[src/hw/rtl/rnc14_pkg.sv]
// Shared types, controller codes and event expansion for the RPN/NRPN/14-bit CC assembler.
package rnc14_pkg;

  localparam int PORT_BITS_DEF = 2;
  localparam int MAX_EV        = 4;

  typedef logic [1:0] kind_t;
  localparam kind_t K_NONE  = 2'd0;  // empty slot; also the plain-CC event kind
  localparam kind_t K_PLAIN = 2'd0;
  localparam kind_t K_RPN   = 2'd1;
  localparam kind_t K_NRPN  = 2'd2;
  localparam kind_t K_CC14  = 2'd3;

  localparam logic [6:0] CC_RPN_MSB   = 7'h65;
  localparam logic [6:0] CC_RPN_LSB   = 7'h64;
  localparam logic [6:0] CC_NRPN_MSB  = 7'h63;
  localparam logic [6:0] CC_NRPN_LSB  = 7'h62;
  localparam logic [6:0] CC_DATA_MSB  = 7'h06;
  localparam logic [6:0] CC_DATA_LSB  = 7'h26;
  localparam logic [6:0] CC14_OFS     = 7'h20;
  localparam logic [6:0] CC14_LSB_END = 7'h40;

  // one held 7-bit part with its present flag
  typedef struct packed {
    logic       pres;
    logic [6:0] val;
  } part_t;

  typedef struct packed {
    kind_t       kind;
    part_t       ph;
    part_t       pl;
    part_t       dh;
    part_t       dl;
    logic [31:0] tstamp;
  } slot_t;

  typedef struct packed {
    logic        mode;
    logic [6:0]  ctl;
    logic [6:0]  val;
    logic [31:0] tstamp;
  } req_t;

  typedef struct packed {
    kind_t       kind;
    logic [13:0] param;
    logic [13:0] value;
  } ev_t;

  typedef struct packed {
    logic [2:0]              cnt;
    ev_t [MAX_EV-1:0]        ev;
  } ev_list_t;

  function automatic logic [13:0] join14(part_t hi, part_t lo);
    logic [13:0] r;
    r = '0;
    if (lo.pres) begin
      r = {(hi.pres ? hi.val : 7'd0), lo.val};
    end else if (hi.pres) begin
      r = {7'd0, hi.val};
    end
    return r;
  endfunction

  // Turn an emitted slot into its event list: one assembled event when
  // complete, else each held part as a plain CC, packed to the front.
  function automatic ev_list_t expand(slot_t s);
    ev_t        cand [MAX_EV];
    logic [3:0] keep;
    logic [2:0] n;
    logic       p_any;
    logic       d14;
    ev_list_t   r;
    r     = '0;
    keep  = '0;
    n     = '0;
    p_any = s.ph.pres | s.pl.pres;
    d14   = s.dh.pres & s.dl.pres;
    for (int i = 0; i < MAX_EV; i++) begin
      cand[i] = '0;
    end
    if (s.kind == K_NONE) begin
      keep = '0;
    end else if (p_any && d14) begin
      keep[0]       = 1'b1;
      cand[0].kind  = s.kind;
      cand[0].param = (s.kind == K_CC14) ? {7'd0, s.ph.val} : join14(s.ph, s.pl);
      cand[0].value = join14(s.dh, s.dl);
    end else if (s.kind == K_CC14) begin
      keep[0]       = s.dh.pres;
      cand[0].kind  = K_PLAIN;
      cand[0].param = {7'd0, s.ph.val};
      cand[0].value = {7'd0, s.dh.val};
      keep[1]       = s.dl.pres;
      cand[1].kind  = K_PLAIN;
      cand[1].param = {7'd0, s.pl.val};
      cand[1].value = {7'd0, s.dl.val};
    end else begin
      keep          = {s.dl.pres, s.dh.pres, s.pl.pres, s.ph.pres};
      cand[0].kind  = K_PLAIN;
      cand[0].param = {7'd0, (s.kind == K_RPN) ? CC_RPN_MSB : CC_NRPN_MSB};
      cand[0].value = {7'd0, s.ph.val};
      cand[1].kind  = K_PLAIN;
      cand[1].param = {7'd0, (s.kind == K_RPN) ? CC_RPN_LSB : CC_NRPN_LSB};
      cand[1].value = {7'd0, s.pl.val};
      cand[2].kind  = K_PLAIN;
      cand[2].param = {7'd0, CC_DATA_MSB};
      cand[2].value = {7'd0, s.dh.val};
      cand[3].kind  = K_PLAIN;
      cand[3].param = {7'd0, CC_DATA_LSB};
      cand[3].value = {7'd0, s.dl.val};
    end
    for (int i = 0; i < MAX_EV; i++) begin
      if (keep[i]) begin
        r.ev[n[1:0]] = cand[i];
        n = n + 3'd1;
      end
    end
    r.cnt = n;
    return r;
  endfunction

endpackage

[src/hw/rtl/rnc14_slot_ram.sv]
// Slot table: one synchronous RAM, one write and one registered read port.
module rnc14_slot_ram
  import rnc14_pkg::*;
#(
  parameter int ADDR_W = PORT_BITS_DEF + 4
) (
  input  logic              clk,
  input  logic              rd_en,
  input  logic [ADDR_W-1:0] rd_addr,
  output slot_t             rd_data,
  input  logic              wr_en,
  input  logic [ADDR_W-1:0] wr_addr,
  input  slot_t             wr_data
);

  localparam int DEPTH = 1 << ADDR_W;

  slot_t mem [DEPTH];

  always_ff @(posedge clk) begin
    if (wr_en) begin
      mem[wr_addr] <= wr_data;
    end
  end

  always_ff @(posedge clk) begin
    if (rd_en) begin
      rd_data <= mem[rd_addr];
    end
  end

endmodule

[src/hw/rtl/rnc14_upd.sv]
// Slot update: next slot contents, emitted snapshot and absorb flag for one request.
module rnc14_upd
  import rnc14_pkg::*;
(
  input  req_t  req,
  input  slot_t cur,
  output slot_t nxt,
  output slot_t snap,
  output logic  acc
);

  slot_t empty_s;
  slot_t base;
  part_t np;
  kind_t pkind;
  logic  is_par;
  logic  is_hi;
  logic  is_data;
  logic  cc_hi;
  logic  cc_lo;
  logic  any;
  logic  held;
  logic  brk;

  assign empty_s = '0;
  assign np      = '{pres: 1'b1, val: req.val};
  assign any     = cur.ph.pres | cur.pl.pres | cur.dh.pres | cur.dl.pres;
  assign is_par  = (req.ctl == CC_RPN_MSB) || (req.ctl == CC_RPN_LSB) ||
                   (req.ctl == CC_NRPN_MSB) || (req.ctl == CC_NRPN_LSB);
  assign pkind   = ((req.ctl == CC_RPN_MSB) || (req.ctl == CC_RPN_LSB)) ? K_RPN : K_NRPN;
  assign is_hi   = (req.ctl == CC_RPN_MSB) || (req.ctl == CC_NRPN_MSB) ||
                   (req.ctl == CC_DATA_MSB);
  assign is_data = (req.ctl == CC_DATA_MSB) || (req.ctl == CC_DATA_LSB);
  assign cc_hi   = (req.ctl != 7'd0) && (req.ctl < CC14_OFS);
  assign cc_lo   = (req.ctl > CC14_OFS) && (req.ctl < CC14_LSB_END);

  always_comb begin
    nxt  = cur;
    snap = empty_s;
    acc  = 1'b0;
    base = cur;
    held = 1'b0;
    brk  = 1'b0;
    priority if (req.mode) begin
      snap = cur;
      nxt  = empty_s;
    end else if (is_par) begin
      held = is_hi ? cur.ph.pres : cur.pl.pres;
      brk  = held || (any && (cur.kind != pkind));
      if (brk) begin
        snap = cur;
        base = empty_s;
      end
      if (base.kind == K_NONE) begin
        base.kind   = pkind;
        base.tstamp = req.tstamp;
      end
      if (is_hi) base.ph = np;
      else       base.pl = np;
      nxt = base;
      acc = 1'b1;
    end else if (is_data) begin
      held = is_hi ? cur.dh.pres : cur.dl.pres;
      if (cur.kind == K_NONE) begin
        nxt = cur;
      end else if (held || ((cur.kind != K_RPN) && (cur.kind != K_NRPN))) begin
        snap = cur;
        nxt  = empty_s;
      end else begin
        if (is_hi) base.dh = np;
        else       base.dl = np;
        acc = 1'b1;
        if ((base.ph.pres | base.pl.pres) && base.dh.pres && base.dl.pres) begin
          snap = base;
          nxt  = empty_s;
        end else begin
          nxt = base;
        end
      end
    end else if (cc_hi || cc_lo) begin
      if (cc_hi) begin
        brk = cur.ph.pres || cur.dh.pres || (any && (cur.kind != K_CC14)) ||
              ((cur.kind == K_CC14) && (cur.pl.val != 7'(req.ctl + CC14_OFS)));
      end else begin
        brk = cur.pl.pres || cur.dl.pres || (any && (cur.kind != K_CC14)) ||
              ((cur.kind == K_CC14) && (cur.ph.val != 7'(req.ctl - CC14_OFS)));
      end
      if (brk) begin
        snap = cur;
        base = empty_s;
      end
      if (base.kind == K_NONE) begin
        base.kind   = K_CC14;
        base.tstamp = req.tstamp;
      end
      if (cc_hi) begin
        base.ph = '{pres: 1'b1, val: req.ctl};
        base.dh = np;
      end else begin
        base.pl = '{pres: 1'b1, val: req.ctl};
        base.dl = np;
      end
      acc = 1'b1;
      if ((base.ph.pres | base.pl.pres) && base.dh.pres && base.dl.pres) begin
        snap = base;
        nxt  = empty_s;
      end else begin
        nxt = base;
      end
    end else begin
      nxt = cur;
    end
  end

endmodule

[src/hw/rtl/rnc14_emit.sv]
// Result queue: expands an emitted slot into up to four results, one per cycle unless out_stall holds them.
module rnc14_emit
  import rnc14_pkg::*;
(
  input  logic        clk,
  input  logic        rst_n,
  input  logic        ld,
  input  slot_t       ld_snap,
  input  logic        ld_acc,
  input  logic [1:0]  ld_port,
  input  logic [3:0]  ld_channel,
  output logic        free,
  output logic        out_valid,
  input  logic        out_stall,
  output logic        out_has_event,
  output logic        out_accepted,
  output logic [1:0]  out_kind,
  output logic [1:0]  out_port,
  output logic [3:0]  out_channel,
  output logic [13:0] out_param,
  output logic [13:0] out_value,
  output logic [31:0] out_time,
  output logic        out_last
);

  ev_t [MAX_EV-1:0] ev_r;
  logic [2:0]       cnt_r;
  logic             has_r;
  logic             acc_r;
  logic [1:0]       port_r;
  logic [3:0]       chan_r;
  logic [31:0]      time_r;
  ev_list_t         lst;
  logic             take;
  logic             empty_lst;

  assign lst       = expand(ld_snap);
  assign empty_lst = (lst.cnt == 3'd0);
  assign take      = out_valid && !out_stall;
  assign free      = (cnt_r == 3'd0) || ((cnt_r == 3'd1) && take);

  always_ff @(posedge clk) begin
    if (!rst_n) begin
      cnt_r <= '0;
    end else if (ld) begin
      cnt_r <= empty_lst ? 3'd1 : lst.cnt;
    end else if (take) begin
      cnt_r <= cnt_r - 3'd1;
    end
  end

  always_ff @(posedge clk) begin
    if (ld) begin
      ev_r   <= empty_lst ? '0 : lst.ev;
      has_r  <= !empty_lst;
      acc_r  <= ld_acc;
      port_r <= empty_lst ? 2'd0 : ld_port;
      chan_r <= empty_lst ? 4'd0 : ld_channel;
      time_r <= empty_lst ? 32'd0 : ld_snap.tstamp;
    end else if (take) begin
      for (int i = 0; i < MAX_EV - 1; i++) begin
        ev_r[i] <= ev_r[i+1];
      end
    end
  end

  assign out_valid     = (cnt_r != 3'd0);
  assign out_last      = (cnt_r == 3'd1);
  assign out_has_event = has_r;
  assign out_accepted  = acc_r;
  assign out_kind      = ev_r[0].kind;
  assign out_port      = port_r;
  assign out_channel   = chan_r;
  assign out_param     = ev_r[0].param;
  assign out_value     = ev_r[0].value;
  assign out_time      = time_r;

  a_ld_when_free: assert property (@(posedge clk) disable iff (!rst_n)
    ld |-> free)
    else $error("result queue loaded while results still pending");

  a_drop_after_last: assert property (@(posedge clk) disable iff (!rst_n)
    $fell(out_valid) |-> $past(out_last && !out_stall))
    else $error("result queue emptied before last result was taken");

endmodule

[src/hw/rtl/midi_rpn_nrpn_cc14_assembler.sv]
// Top level: MIDI RPN/NRPN/14-bit CC assembler with slot RAM, update logic and result queue.
//
//  channel | dir | handshake          | payload
//  --------+-----+--------------------+----------------------------------------------
//  in_     | in  | in_valid/in_stall  | mode, port, channel, controller, cc_value, time
//  out_    | out | out_valid/out_stall| has_event, accepted, kind, port, channel,
//          |     |                    | param, value, time, last
//
// Flow: a request is accepted in IDLE and its slot is read from RAM at that edge; in
//   EXEC the updated slot is written back once the result queue is free.
//   Its 1 to 4 results then leave the queue one per cycle while out_stall is low, and
//   the next request can already do its lookup meanwhile.
// Reset: a clearing pass writes every slot empty, all 16 << PORT_BITS of them (64 by
//   default), with in_stall high.
// Stalls: out_stall holds the queue; a looked-up request waits for the queue before it
//   commits, and in_stall stays high meanwhile.
module midi_rpn_nrpn_cc14_assembler
  import rnc14_pkg::*;
#(
  parameter int PORT_BITS = PORT_BITS_DEF
) (
  input  logic                 clk,
  input  logic                 rst_n,
  input  logic                 in_valid,
  output logic                 in_stall,
  input  logic                 in_mode,
  input  logic [PORT_BITS-1:0] in_port,
  input  logic [3:0]           in_channel,
  input  logic [6:0]           in_controller,
  input  logic [6:0]           in_cc_value,
  input  logic [31:0]          in_time_req,
  output logic                 out_valid,
  input  logic                 out_stall,
  output logic                 out_has_event,
  output logic                 out_accepted,
  output logic [1:0]           out_kind,
  output logic [1:0]           out_port,
  output logic [3:0]           out_channel,
  output logic [13:0]          out_param,
  output logic [13:0]          out_value,
  output logic [31:0]          out_time,
  output logic                 out_last
);

  localparam int ADDR_W = PORT_BITS + 4;

  localparam logic [1:0] ST_CLR  = 2'd0;  // post-reset sweep
  localparam logic [1:0] ST_IDLE = 2'd1;  // ready for a request
  localparam logic [1:0] ST_EXEC = 2'd2;  // slot data back, modify and write

  logic [1:0]           state_r;
  logic [1:0]           state_nxt;
  logic [ADDR_W-1:0]    clr_addr_r;
  req_t                 req_r;
  logic [PORT_BITS-1:0] port_r;
  logic [3:0]           chan_r;
  logic                 in_acc;
  logic                 commit;
  logic                 emit_free;
  logic                 wr_en;
  logic [ADDR_W-1:0]    wr_addr;
  slot_t                wr_data;
  slot_t                rd_data;
  slot_t                upd_nxt;
  slot_t                upd_snap;
  logic                 upd_acc;

  assign in_stall = (state_r != ST_IDLE);
  assign in_acc   = in_valid && !in_stall;
  assign commit   = (state_r == ST_EXEC) && emit_free;

  // request capture; slot address is {port, channel}
  always_ff @(posedge clk) begin
    if (in_acc) begin
      req_r  <= '{mode: in_mode, ctl: in_controller, val: in_cc_value, tstamp: in_time_req};
      port_r <= in_port;
      chan_r <= in_channel;
    end
  end

  always_comb begin
    state_nxt = state_r;
    unique case (state_r)
      ST_CLR:  if (clr_addr_r == {ADDR_W{1'b1}}) state_nxt = ST_IDLE;
      ST_IDLE: if (in_acc) state_nxt = ST_EXEC;
      ST_EXEC: if (emit_free) state_nxt = ST_IDLE;
      default: state_nxt = ST_CLR;
    endcase
  end

  always_ff @(posedge clk) begin
    if (!rst_n) begin
      state_r    <= ST_CLR;
      clr_addr_r <= '0;
    end else begin
      state_r <= state_nxt;
      if (state_r == ST_CLR) begin
        clr_addr_r <= clr_addr_r + ADDR_W'(1);
      end
    end
  end

  // one write port shared by the clearing sweep and the write-back
  assign wr_en   = (state_r == ST_CLR) || commit;
  assign wr_addr = (state_r == ST_CLR) ? clr_addr_r : {port_r, chan_r};
  assign wr_data = (state_r == ST_CLR) ? '0 : upd_nxt;

  rnc14_slot_ram #(
    .ADDR_W(ADDR_W)
  ) u_ram (
    .clk    (clk),
    .rd_en  (in_acc),
    .rd_addr({in_port, in_channel}),
    .rd_data(rd_data),
    .wr_en  (wr_en),
    .wr_addr(wr_addr),
    .wr_data(wr_data)
  );

  rnc14_upd u_upd (
    .req (req_r),
    .cur (rd_data),
    .nxt (upd_nxt),
    .snap(upd_snap),
    .acc (upd_acc)
  );

  rnc14_emit u_emit (
    .clk          (clk),
    .rst_n        (rst_n),
    .ld           (commit),
    .ld_snap      (upd_snap),
    .ld_acc       (upd_acc),
    .ld_port      (2'(port_r)),
    .ld_channel   (chan_r),
    .free         (emit_free),
    .out_valid    (out_valid),
    .out_stall    (out_stall),
    .out_has_event(out_has_event),
    .out_accepted (out_accepted),
    .out_kind     (out_kind),
    .out_port     (out_port),
    .out_channel  (out_channel),
    .out_param    (out_param),
    .out_value    (out_value),
    .out_time     (out_time),
    .out_last     (out_last)
  );

  a_acc_to_exec: assert property (@(posedge clk) disable iff (!rst_n)
    in_acc |=> (state_r == ST_EXEC))
    else $error("accepted request did not move to write-back");

  a_exec_holds: assert property (@(posedge clk) disable iff (!rst_n)
    ((state_r == ST_EXEC) && !emit_free) |=> ((state_r == ST_EXEC) && $stable(req_r)))
    else $error("request lost while waiting for result queue");

  a_wr_only_clr_exec: assert property (@(posedge clk) disable iff (!rst_n)
    wr_en |-> ((state_r == ST_CLR) || (state_r == ST_EXEC)))
    else $error("slot RAM written outside sweep or write-back");

endmodule

[config.mk]
export PLATFORM = sky130hd
export DESIGN_NAME = midi_rpn_nrpn_cc14_assembler
export DESIGN_NICKNAME = d
export VERILOG_FILES = /design/src/hw/rtl/rnc14_pkg.sv /design/src/hw/rtl/rnc14_slot_ram.sv /design/src/hw/rtl/rnc14_upd.sv /design/src/hw/rtl/rnc14_emit.sv /design/src/hw/rtl/midi_rpn_nrpn_cc14_assembler.sv
export SDC_FILE = /design/constraint.sdc
export NUM_CORES = 2
export LEC_CHECK = 0
export BUFFER_PORTS_ARGS = -buffer_cell sky130_fd_sc_hd__buf_2
export CORE_MARGIN = 5
export CORE_UTILIZATION = 50
export CTS_BUF_LIST = sky130_fd_sc_hd__clkbuf_4 sky130_fd_sc_hd__clkbuf_8
export DETAILED_ROUTE_END_ITERATION = 12
export HOLD_SLACK_MARGIN = 0.08
export PLACE_DENSITY = 0.65
export SLEW_MARGIN = 10
export SYNTH_ARGS = -nofsm -noshare
export SYNTH_HDL_FRONTEND = slang
export SYNTH_MEMORY_MAX_BITS = 65536
export SYNTH_SLANG_ARGS = --single-unit
[constraint.sdc]
create_clock -name clk -period 10 [get_ports clk]
set_clock_uncertainty 0.15 [all_clocks]
set_input_delay 0.5 -clock clk [delete_from_list [all_inputs] [get_ports clk]]
set_output_delay 0.5 -clock clk [all_outputs]
set_load 0.005 [all_outputs]
==> flow_summary.ini <==
[clock_network]
tritoncts = yes
ctsLongestPathBuffers = 4
cts_setup_buffers = 0
path_clk_slew_ns = 0.06
clock_latency_ns = 1.21
clkSinkCount = 4456
ctsRootBufferMaster = clkbuf_8
cts_buffers = 697
htreeDepth = 6

[setup_path]
cp_cell_sequence = inv_1 -> ha_1 -> xor2_1 -> nor4_1 -> and4_1 -> a21o_1 -> a21boi_0 -> o21a_1 -> a211oi_1 -> nor3b_1 -> nor2_1 -> buf_4 -> clkinv_1 -> ha_1 -> nor2b_1 -> mux2i_1 -> o21ai_1 -> nor4_4 -> buf_4 -> nor2_1 -> a32o_1
start_kind = register
reg2reg_to = u_emit.out_value[5]
critPathMaxStageDelay_ns = 0.74
cp-end-kind = register
r2r_cells = 21
reg2reg_from = req_r[44]
worst_path_max_delay_cell = nor4_1
worstPathMaxFanout = 20
worstPathRequired_ns = 10.80
cp.arrival_ns = 8.30
setup.reg_to_reg.worst_slack_ns = 2.51
crit_type = register to register

[placement]
dpl.hpwl_um = 258000
io_buffer_count = 129
dp_worst_setup_slack_ns = 2.61
placed_area_mm2 = 0.182
dp_cells = 12000
gp_congestion = 0.873

[floorplan]
coreArea_mm2 = 0.346
rows = 216
die_w_um = 600
ios = 130
start_util_pct = 50.2
fp.dieH_um = 600
die_area_mm2 = 0.359

[pwr]
intPower_mw = 28.6
powerDensity_mw_per_mm2 = 186
p_comb_share_pct = 3.5
clock_power_share_pct = 40.1
leakagePower_nw = 69.7
p_sw_share_pct = 21.6
seqPwrFrac_pct = 56.3
p_sw_mw = 7.89
ir_drop_mv = 0.132

[timing]
finalSetupTns_ns = 0
post-route-min-period_ns = 7.49
worstMarginPinSlew_ns = 1.30
rsz0062_at_grt = false
setup_viol_count_final = 0
relSlewSlack_pct = 13.3
whs_ns = 0.232
maxSlewViolCount = 0
hold_viol_final = 0
layout_setup_ws_ns = 2.51
fmax_mhz = 133
min_period_over_period_pct = 74.9

[drt]
firstDrtPassIters = 6
totalWireLength_um = 493000
wl_per_cell_um = 36.8
antenna_left = 0
vias = 87900
viasPerCell = 6.57
drt_iter0_drc = 12900
drc = 0

[synthesis]
syn_inst = 7494
netlist_area_mm2 = 0.174
synth_warnings = 0
synth_area_leaders = edfxtp_1 (77%), mux4_2 (18%), clkbuf_1 (0.68%), nor2_1 (0.56%), a22oi_1 (0.40%)
syn_area_per_cell_um2 = 23.2
yosysSeqAreaShare_pct = 76.9
synth_ff_type = edfxtp_1
synth.distinct_cells = 85
synth-seq-cells = 4456
synthArstFlopShare_pct = 0
syn_nets = 7563
yosys.area.top_type_share_pct = 76.8
synth_top_area_cell = edfxtp_1
synth-edff-count = 4445

[final_layout]
drive_gt1_share_pct = 34.3
area_growth_pct = 12.9
final_cell_mix = edfxtp_1 (4,445), mux4_2 (1,386), clkbuf_8 (708), buf_4 (210), clkbuf_4 (202)
layout_commonest_cell = edfxtp_1
design_area_mm2 = 0.196
final_cells = 13400
nNetsFinal = 8309

[worst_hold_path]
min_from = rst_n
hold_path.class = input port to register
hold_path_end = u_emit.cnt_r[2]
hold_depth = 3

[grt]
grt_usage_pct = 27.3
grt_max_degree = 136
antenna_found_initial = 17
grt_pass1_wl_um = 686000
gr-total-overflow = 0
grt_pass1_vias = 87700

[run]
maxCapViolations = 0

[run_status]
status = finished clean
## state kept, by name, summed over array words and instances, names as in the netlist
signal,cells
chan_r,4
u_emit.cnt_r,3
state_r,2
u_emit.out_accepted,1
u_emit.out_param,14
u_ram.rd_data,66
u_emit.out_port,2
clr_addr_r,6
req_r,47
port_r,2
u_emit.out_time,32
u_ram.mem,4224
u_emit.out_channel,4
u_emit.ev_r,32
u_emit.out_value,14
u_emit.out_kind,2
u_emit.out_has_event,1
## repair_timing
action | in CTS | in global routing
hold buffers | 101 | 0
setup endpoints to repair | 0 | 0
resized for setup | 0 | 0
endpoints found under the hold margin | 97 | 0
## cells in the mapped netlist (14+ instances only)
cell      number
edfxtp_1    4445
o22ai_1       20
buf_4         34
a221oi_1      19
a211oi_1      20
clkbuf_1     314
nand3_1       23
nor3_1        32
o22a_1        16
a31oi_1       21
a22oi_1       92
and3_1        15
inv_1         28
o31ai_1       20
o21ai_0       99
a21oi_1       90
xnor2_1       15
buf_1         85
mux2i_1       19
nor2_1       258
and2_1        24
nand2_1      147
o21ai_1       14
mux4_2      1386
## metrics by stage
step / total power [mW] / util [%]
floorplan: 21.8 / -
detailed placement: 22.2 / 52.5
CTS: 36.7 / 56.5
global placement: 22.2 / 52.5
finish: 36.4 / 56.7
global route: 37.6 / 56.7
## layer usage
metal	up-vias	share of wire (%)	routed length, um	track usage [%]
met5	-	0.0089	44	0
met4	6	3.0	14900	8.45
met3	801	10	51200	5.84
met2	5479	48	235000	42.6
met1	47700	39	191000	39.4
li1	33900	-	-	-
## final cells by class
type                            instances  area (um^2)
Fill cell                           25000       150000
Tap cell                             4578         5730
Sequential cell                      4456       134000
Multi-Input combinational cell       2559        39200
Clock buffer                          909        11200
Antenna cell                           16         40.0
Inverter                               33          126
Timing Repair Buffer                  493         4410
Clock inverter                        334         1830
## worst max-delay path, delay by kind of cell, from the launching register on
kind / cells / cell delay (ns)
adders and majority gates: 2 / 0.71
and+or+nand+nor: 7 / 2.16
AOI/OAI and AO/OA: 6 / 2.00
buffers and inverters: 4 / 1.18
DFF: 1 / 0.62
muxes: 1 / 0.25
xor gates and xnor gates: 1 / 0.17
## power by group through the flow
stage	combinational, mW	sequential (mW)	clock [mW]
after floorplan	0.864	20.9	0
after global placement	1.27	20.9	0
after detailed placement	1.28	20.9	0
final	1.29	20.5	14.6
after CTS	1.31	20.5	14.8
after global routing	1.36	20.5	15.8
## worst max path at each step
| stage | end | start | slack [ns] | depth (start not counted) |
|---|---|---|---|---|
| after floorplan | u_ram.mem[0][54] | req_r[44] | 3.09 | 12 |
| after CTS | u_emit.out_value[5] | req_r[44] | 2.59 | 20 |
| after detailed placement | u_emit.out_value[5] | req_r[44] | 2.61 | 20 |
| after global routing | u_emit.out_value[5] | req_r[44] | 2.14 | 21 |
| final | u_emit.out_value[5] | req_r[44] | 2.51 | 21 |
| after global placement | u_emit.out_value[5] | req_r[44] | 2.49 | 20 |
## cell families (layout without fill, tap and decap cells)
family,count (synthesis),in the layout,synth area share [%]
xor gates and xnor gates,24,24,0.121
buffers and inverters,479,1769,1.12
other,0,16,0
adders and majority gates,12,12,0.0864
muxes,1405,1405,18.1
AOI/OAI and AO/OA,529,529,2.11
DFF,4456,4456,76.9
and+or+nand+nor,589,589,1.54
Power figures use the tool's default switching activity.
